## src/hdl/sha256_pkg.sv

```systemverilog
// Package with SHA-256 constants, types and round functions.
`timescale 1ns / 1ps
package sha256_pkg;

  typedef enum logic [2:0] {
    ST_IDLE,
    ST_PAD,
    ST_ROUND,
    ST_ADD,
    ST_EMIT
  } state_t;

  localparam logic [31:0] INIT_HASH [8] = '{
    32'h6a09e667, 32'hbb67ae85, 32'h3c6ef372, 32'ha54ff53a,
    32'h510e527f, 32'h9b05688c, 32'h1f83d9ab, 32'h5be0cd19
  };

  localparam logic [31:0] ROUND_K [64] = '{
    32'h428a2f98, 32'h71374491, 32'hb5c0fbcf, 32'he9b5dba5,
    32'h3956c25b, 32'h59f111f1, 32'h923f82a4, 32'hab1c5ed5,
    32'hd807aa98, 32'h12835b01, 32'h243185be, 32'h550c7dc3,
    32'h72be5d74, 32'h80deb1fe, 32'h9bdc06a7, 32'hc19bf174,
    32'he49b69c1, 32'hefbe4786, 32'h0fc19dc6, 32'h240ca1cc,
    32'h2de92c6f, 32'h4a7484aa, 32'h5cb0a9dc, 32'h76f988da,
    32'h983e5152, 32'ha831c66d, 32'hb00327c8, 32'hbf597fc7,
    32'hc6e00bf3, 32'hd5a79147, 32'h06ca6351, 32'h14292967,
    32'h27b70a85, 32'h2e1b2138, 32'h4d2c6dfc, 32'h53380d13,
    32'h650a7354, 32'h766a0abb, 32'h81c2c92e, 32'h92722c85,
    32'ha2bfe8a1, 32'ha81a664b, 32'hc24b8b70, 32'hc76c51a3,
    32'hd192e819, 32'hd6990624, 32'hf40e3585, 32'h106aa070,
    32'h19a4c116, 32'h1e376c08, 32'h2748774c, 32'h34b0bcb5,
    32'h391c0cb3, 32'h4ed8aa4a, 32'h5b9cca4f, 32'h682e6ff3,
    32'h748f82ee, 32'h78a5636f, 32'h84c87814, 32'h8cc70208,
    32'h90befffa, 32'ha4506ceb, 32'hbef9a3f7, 32'hc67178f2
  };

  localparam logic        OP_ABSORB = 1'b0;
  localparam logic [7:0]  PAD_BYTE  = 8'h80;
  localparam logic [5:0]  LEN_POS   = 6'd56;

  function automatic logic [31:0] rotr(input logic [31:0] x, input int n);
    return (x >> n) | (x << (32 - n));
  endfunction

  function automatic logic [31:0] big_s0(input logic [31:0] x);
    return rotr(x, 2) ^ rotr(x, 13) ^ rotr(x, 22);
  endfunction

  function automatic logic [31:0] big_s1(input logic [31:0] x);
    return rotr(x, 6) ^ rotr(x, 11) ^ rotr(x, 25);
  endfunction

  function automatic logic [31:0] sm_s0(input logic [31:0] x);
    return rotr(x, 7) ^ rotr(x, 18) ^ (x >> 3);
  endfunction

  function automatic logic [31:0] sm_s1(input logic [31:0] x);
    return rotr(x, 17) ^ rotr(x, 19) ^ (x >> 10);
  endfunction

endpackage

```

## src/hdl/sha256_stream_hasher_top.sv

```systemverilog
// Streaming SHA-256 hasher: byte intake, padding, iterative compression, digest output.
//
//  channel  | dir | tdata                         | tuser | tlast
//  s_axis   | in  | [7:0] data_byte               | op    | -
//  m_axis   | out | [31:0] digest_word, [34:32] word_index, zeros | -   | last
//
// A data byte is taken on each s_axis handshake; the 64th byte of a block starts the round
// loop (ST_ROUND) and then the add step (ST_ADD), during which s_axis_tready is low.
// A finish word places the pad byte, then zero-fills one byte a cycle up to the end
// of the block, placing the bit length where it fits, runs one or two compressions,
// then hands out eight digest words.
// The single round unit and the 16-word expansion window make the compression iterative.
// Reset is synchronous and loads the initial hash; a stalled m_axis holds.
`timescale 1ns / 1ps
module sha256_stream_hasher_top import sha256_pkg::*; (
  input  logic        clk,
  input  logic        rst,
  input  logic        s_axis_tvalid,
  output logic        s_axis_tready,
  input  logic [7:0]  s_axis_tdata,   // [7:0] data_byte
  input  logic        s_axis_tuser,   // [0] op
  output logic        m_axis_tvalid,
  input  logic        m_axis_tready,
  output logic [39:0] m_axis_tdata,   // [31:0] digest_word, [34:32] word_index, zeros
  output logic        m_axis_tlast    // last
);

  state_t state, state_next;
  logic [31:0] hash [8];
  logic [31:0] wv [8];
  logic [31:0] w [16];
  logic [5:0]  fill;
  logic [63:0] bit_count;
  logic [5:0]  round;
  logic        final_pass;   // this compression ends the message
  logic        len_done;     // length block already placed
  logic [2:0]  out_idx;

  logic accept_in;
  logic [31:0] t1, t2, w_new;

  assign accept_in = s_axis_tvalid && s_axis_tready;

  // Round datapath: one round and one schedule word per cycle.
  assign w_new = w[0] + sm_s0(w[1]) + w[9] + sm_s1(w[14]);
  assign t1 = wv[7] + big_s1(wv[4]) + ((wv[4] & wv[5]) ^ (~wv[4] & wv[6]))
              + ROUND_K[round] + w[0];
  assign t2 = big_s0(wv[0]) + ((wv[0] & wv[1]) ^ (wv[0] & wv[2]) ^ (wv[1] & wv[2]));

  // Next state.
  always_comb begin
    state_next = state;
    unique case (state)
      ST_IDLE: begin
        if (accept_in) begin
          if (s_axis_tuser == OP_ABSORB) begin
            if (fill == 6'd63) state_next = ST_ROUND;
          end else if (fill == 6'd63) begin
            state_next = ST_ROUND;
          end else begin
            state_next = ST_PAD;
          end
        end
      end
      ST_PAD: begin
        if (fill == 6'd63) state_next = ST_ROUND;
      end
      ST_ROUND: begin
        if (round == 6'd63) state_next = ST_ADD;
      end
      ST_ADD: begin
        if (!final_pass) state_next = ST_IDLE;
        else if (len_done) state_next = ST_EMIT;
        else state_next = ST_PAD;
      end
      ST_EMIT: begin
        if (m_axis_tready && out_idx == 3'd7) state_next = ST_IDLE;
      end
      default: state_next = ST_IDLE;
    endcase
  end

  // Outputs.
  always_comb begin
    s_axis_tready = (state == ST_IDLE);
    m_axis_tvalid = (state == ST_EMIT);
    m_axis_tdata  = {5'd0, out_idx, hash[out_idx]};
    m_axis_tlast  = (out_idx == 3'd7);
  end

  always_ff @(posedge clk) begin
    if (rst) state <= ST_IDLE;
    else     state <= state_next;
  end

  // Byte placement, padding, rounds and hash update.
  always_ff @(posedge clk) begin
    if (rst) begin
      for (int i = 0; i < 8; i++) hash[i] <= INIT_HASH[i];
      fill       <= '0;
      bit_count  <= '0;
      round      <= '0;
      final_pass <= 1'b0;
      len_done   <= 1'b0;
      out_idx    <= '0;
    end else begin
      unique case (state)
        ST_IDLE: begin
          if (accept_in) begin
            if (s_axis_tuser == OP_ABSORB) begin
              w[fill[5:2]][(3 - fill[1:0]) * 8 +: 8] <= s_axis_tdata;
              bit_count <= bit_count + 64'd8;
              fill <= fill + 6'd1;
              final_pass <= 1'b0;
              for (int i = 0; i < 8; i++) wv[i] <= hash[i];
              round <= '0;
            end else begin
              w[fill[5:2]][(3 - fill[1:0]) * 8 +: 8] <= PAD_BYTE;
              final_pass <= 1'b1;
              len_done <= (fill < LEN_POS);
              fill <= fill + 6'd1;
              if (fill == 6'd63) begin
                for (int i = 0; i < 8; i++) wv[i] <= hash[i];
                round <= '0;
              end
            end
          end
        end
        ST_PAD: begin
          // Zero up to the length field, then place the bit length if it fits.
          if (len_done && fill >= LEN_POS) begin
            w[14] <= bit_count[63:32];
            w[15] <= bit_count[31:0];
          end else begin
            w[fill[5:2]][(3 - fill[1:0]) * 8 +: 8] <= 8'h00;
          end
          fill <= fill + 6'd1;
          if (fill == 6'd63) begin
            for (int i = 0; i < 8; i++) wv[i] <= hash[i];
            round <= '0;
          end
        end
        ST_ROUND: begin
          wv[7] <= wv[6]; wv[6] <= wv[5]; wv[5] <= wv[4];
          wv[4] <= wv[3] + t1;
          wv[3] <= wv[2]; wv[2] <= wv[1]; wv[1] <= wv[0];
          wv[0] <= t1 + t2;
          for (int i = 0; i < 15; i++) w[i] <= w[i + 1];
          w[15] <= w_new;
          round <= round + 6'd1;
        end
        ST_ADD: begin
          for (int i = 0; i < 8; i++) hash[i] <= hash[i] + wv[i];
          len_done <= 1'b1;
          fill <= '0;
          out_idx <= '0;
        end
        ST_EMIT: begin
          if (m_axis_tready) begin
            out_idx <= out_idx + 3'd1;
            if (out_idx == 3'd7) begin
              for (int i = 0; i < 8; i++) hash[i] <= INIT_HASH[i];
              bit_count  <= '0;
              fill       <= '0;
              final_pass <= 1'b0;
            end
          end
        end
        default: ;
      endcase
    end
  end

endmodule
```

## config.mk

```make
export PLATFORM = sky130hd
export DESIGN_NAME = sha256_stream_hasher_top
export DESIGN_NICKNAME = d
export VERILOG_FILES = /design/src/hdl/sha256_pkg.sv /design/src/hdl/sha256_stream_hasher_top.sv
export SDC_FILE = /design/constraint.sdc
export NUM_CORES = 2
export LEC_CHECK = 0
export BUFFER_PORTS_ARGS = -buffer_cell sky130_fd_sc_hd__buf_4
export CAP_MARGIN = 0
export CORE_MARGIN = 8
export CORE_UTILIZATION = 60
export CTS_CLUSTER_DIAMETER = 150
export DETAILED_ROUTE_END_ITERATION = 8
export PLACE_DENSITY = 0.76
export SETUP_SLACK_MARGIN = 0.5
export SYNTH_ARGS = -nofsm -noshare
export SYNTH_HDL_FRONTEND = slang
export SYNTH_SLANG_ARGS = --single-unit
```

## constraint.sdc

```tcl
create_clock -name clk -period 16.4 [get_ports clk]
set_clock_uncertainty 0.1 [all_clocks]
set_input_delay 1.64 -clock clk [delete_from_list [all_inputs] [get_ports clk]]
set_output_delay 1.64 -clock clk [all_outputs]
set_load 0.05 [all_outputs]
```

==> reports/metrics.cfg <==
[drt]
drt_iter0_drc = 8851
wl_per_cell_um = 26.9
drc_errors = 0
num_vias = 60200
firstDrtPassIters = 9
drt-vias-per-instance = 6.55
routed_wirelength_um = 248000
drtAntennaViolNets = 0

[global_routing]
grt_pass1_wl_um = 367000
grt_overflow = 0
grt_pass1_vias = 56100
grt_max_degree = 246
grt_use_total = 0.357
antenna_found_initial = 9

[cts]
cts_buffers = 118
postCtsHoldBufs = 0
cts.sinks = 1108
cts_tree = done
cts_resized = 0
clkTransAtPathRegs_ns = 0.06
post_cts_buffers = 0
cts_max_path_buffers = 3
cts-root-buf = clkbuf_16
h-tree-depth = 3
clock_latency_ns = 0.80

[finish]
drive_gt1_frac = 0.0677
synthToLayoutAreaGrowth_pct = 7.86
fill_cells = 9762
layoutNonFillerInstCount = 9192
layout.nets = 8065

[sta]
slew_headroom = 0.0353
grt_setup_unrepaired = no
drv_slew = 0
fin_ws_ns = 5.93
period_share = 0.638
finalSetupTns_ns = 0
max_freq_ghz = 0.0955
hold_violations = 0
setup_violations = 0
period_minus_slack_ns = 10.47
worstMarginPinSlew_ns = 1.41

[synth]
ys_types = 94
async_flop_share = 0
synth-simple-area-share = 0.147
synth_top_family_by_area = compound AO/OA/AOI/OAI gates
syn_inst = 7586
synth-main-ff-cell = edfxtp_1
synth-edff-count = 896
yosys.area_share.xor_xnor = 0.0721
ys_seq_area_frac = 0.424
synth_fa_ha_area_frac = 0.121
ys_warn_count = 0
yosys_register_bits = 1108
muxShareOfSynthArea = 0.0341
synthesis.area_um2 = 73500
avgSynthCellArea_um2 = 9.69
synth-compound-area-share = 0.164

[worst_setup_path]
arrival_ns = 10.88
crit_type = reg2reg
path_common_cell = fa_1
reg2reg_depth = 35
crit_path_max_incr_delay_ns = 0.79
critPathMaxFanout = 19
critPathLaunchType = register
cp-end-kind = register
slowest_stage = dfxtp_1
cp.required_ns = 16.81

[floorplan]
die_h_um = 366
initial_utilization = 0.604
rows = 128
die_w_um = 366
core_area_um2 = 122000
ios = 56
dieArea_um2 = 134000

[run]
drv_cap = 0

[pwr]
powerDensity_nw_per_um2 = 98.2
pwr-share-seq = 0.397
power.share.switching = 0.309
intPower_w = 0.00538
switchingPower_w = 0.00241
pwr-share-clk = 0.351
vdd_drop_max_mv = 0.111
p_leak_nw = 32.5
combPwrFrac = 0.252

[placement]
hpwl_um = 185000
portBuffers = 50
post-place-cells = 8965
dpl_worst_slack_ns = 6.16
place.gp.congestion = 1.03

[worst_hold_path]
hold_class = reg2reg
worstHoldPathCells = 2

[run_status]
status = complete, no violations

## metrics by stage
stage | cell area [µm²] | util | hold slack, ns | power [W]
6_report | 79300 | 0.651 | 0.391 | 0.00778
2_1_floorplan | 73500 | - | 0.347 | 0.00458
3_5_place_dp | 75300 | 0.619 | 0.384 | 0.00505
5_1_grt | 79300 | 0.651 | 0.419 | 0.00809
4_1_cts | 79300 | 0.651 | 0.390 | 0.00775
3_3_place_gp | 75300 | 0.619 | 0.372 | 0.00502
## synth_stat cells (all sizes together) (17+ instances only)
cell type | instances | area share
a211o | 18 | 0.0021
a211oi | 62 | 0.0065
a21o | 422 | 0.043
a21oi | 420 | 0.029
a221o | 35 | 0.0048
a22oi | 17 | 0.0017
a31oi | 60 | 0.0051
and2 | 24 | 0.0020
and3 | 46 | 0.0039
and4 | 19 | 0.0023
buf | 53 | 0.0032
clkbuf | 345 | 0.018
dfxtp | 212 | 0.058
edfxtp | 896 | 0.37
fa | 195 | 0.053
ha | 397 | 0.068
inv | 332 | 0.017
mux2 | 59 | 0.0090
mux2i | 24 | 0.0033
mux4 | 71 | 0.022
nand2 | 1588 | 0.081
nand2b | 50 | 0.0043
nand3 | 115 | 0.0081
nand4 | 36 | 0.0031
nor2 | 404 | 0.021
nor2b | 50 | 0.0043
nor3 | 114 | 0.0078
o211ai | 53 | 0.0054
o21a | 64 | 0.0066
o21ai | 452 | 0.031
o21bai | 48 | 0.0049
o31ai | 26 | 0.0028
or3 | 29 | 0.0025
xnor2 | 365 | 0.044
xor2 | 235 | 0.028
## layer usage
layer / track usage / vias up / share of wire
li1: - / 26700 / -
met3: 0.0939 / 574 / 0.13
met5: 0 / - / 0.00017
met2: 0.511 / 3656 / 0.42
met1: 0.522 / 29300 / 0.41
met4: 0.128 / 6 / 0.043
## flip-flops by register name (all words and copies together), names as in the netlist, named ones only
register    count
round           6
state           3
len_done        1
hash          256
bit_count      61
wv            256
w             512
fill            6
final_pass      1
out_idx         3
## power groups by stage
stage | combinational [W] | sequential, W | clock, W
after floorplan | 0.00145 | 0.00314 | 0
after global placement | 0.00187 | 0.00315 | 0
after detailed placement | 0.00190 | 0.00315 | 0
after CTS | 0.00192 | 0.00309 | 0.00274
after global routing | 0.00216 | 0.00309 | 0.00284
final | 0.00196 | 0.00309 | 0.00273
## cells in the final DEF (no fill, tap or decap), types with 112 or more instances in the layout
| master | instances |
|---|---|
| nand2_1 | 1587 |
| edfxtp_1 | 896 |
| o21ai_0 | 436 |
| a21o_1 | 422 |
| a21oi_1 | 419 |
| ha_1 | 397 |
| nor2_1 | 390 |
| xnor2_1 | 365 |
| inv_1 | 331 |
| xor2_1 | 235 |
| dfxtp_1 | 206 |
| fa_1 | 195 |
| buf_4 | 145 |
| clkbuf_16 | 119 |
| nor3_1 | 114 |
| nand3_1 | 112 |
## worst max-delay path: cells and delay by family (launching register included)
family,cells,cell delay (ns)
fa+ha+maj,8,3.30
flops,1,0.79
xor+xnor,2,0.49
compound gates,14,3.60
simple gates,7,1.41
buf+inv,4,0.56
## logic make-up after synthesis
kind of cell | count (synthesis)
AOI/OAI and AO/OA | 1856
DFF | 1108
muxes | 154
and+or+nand+nor | 2537
other | 1
adders and majority gates | 595
xor gates and xnor gates | 602
buffers and inverters | 733
## area by class of cell
cell class              instances  area [µm²]  area share
diodes                          3        7.51   0.0000947
clock buffers                 183        3410      0.0430
clock inverters                41         532     0.00671
inverters                     335        1260      0.0159
multi-input cells            5749       39700       0.501
flip-flops and latches       1108       31200       0.393
well taps                    1625        2030      0.0257
repair buffers                148        1150      0.0145
## path summary, 6_finish.rpt
kind,start,slack [ns],end
min,hash[4][20]$_SDFFE_PP0P_,0.39,hash[4][20]$_SDFFE_PP0P_
max reg2reg,round[1]$_SDFFE_PP0P_,5.93,wv[0][31]$_DFFE_PP_
min reg2reg,hash[4][20]$_SDFFE_PP0P_,0.39,hash[4][20]$_SDFFE_PP0P_
max,round[1]$_SDFFE_PP0P_,5.93,wv[0][31]$_DFFE_PP_
Power figures use the tool's default switching activity.
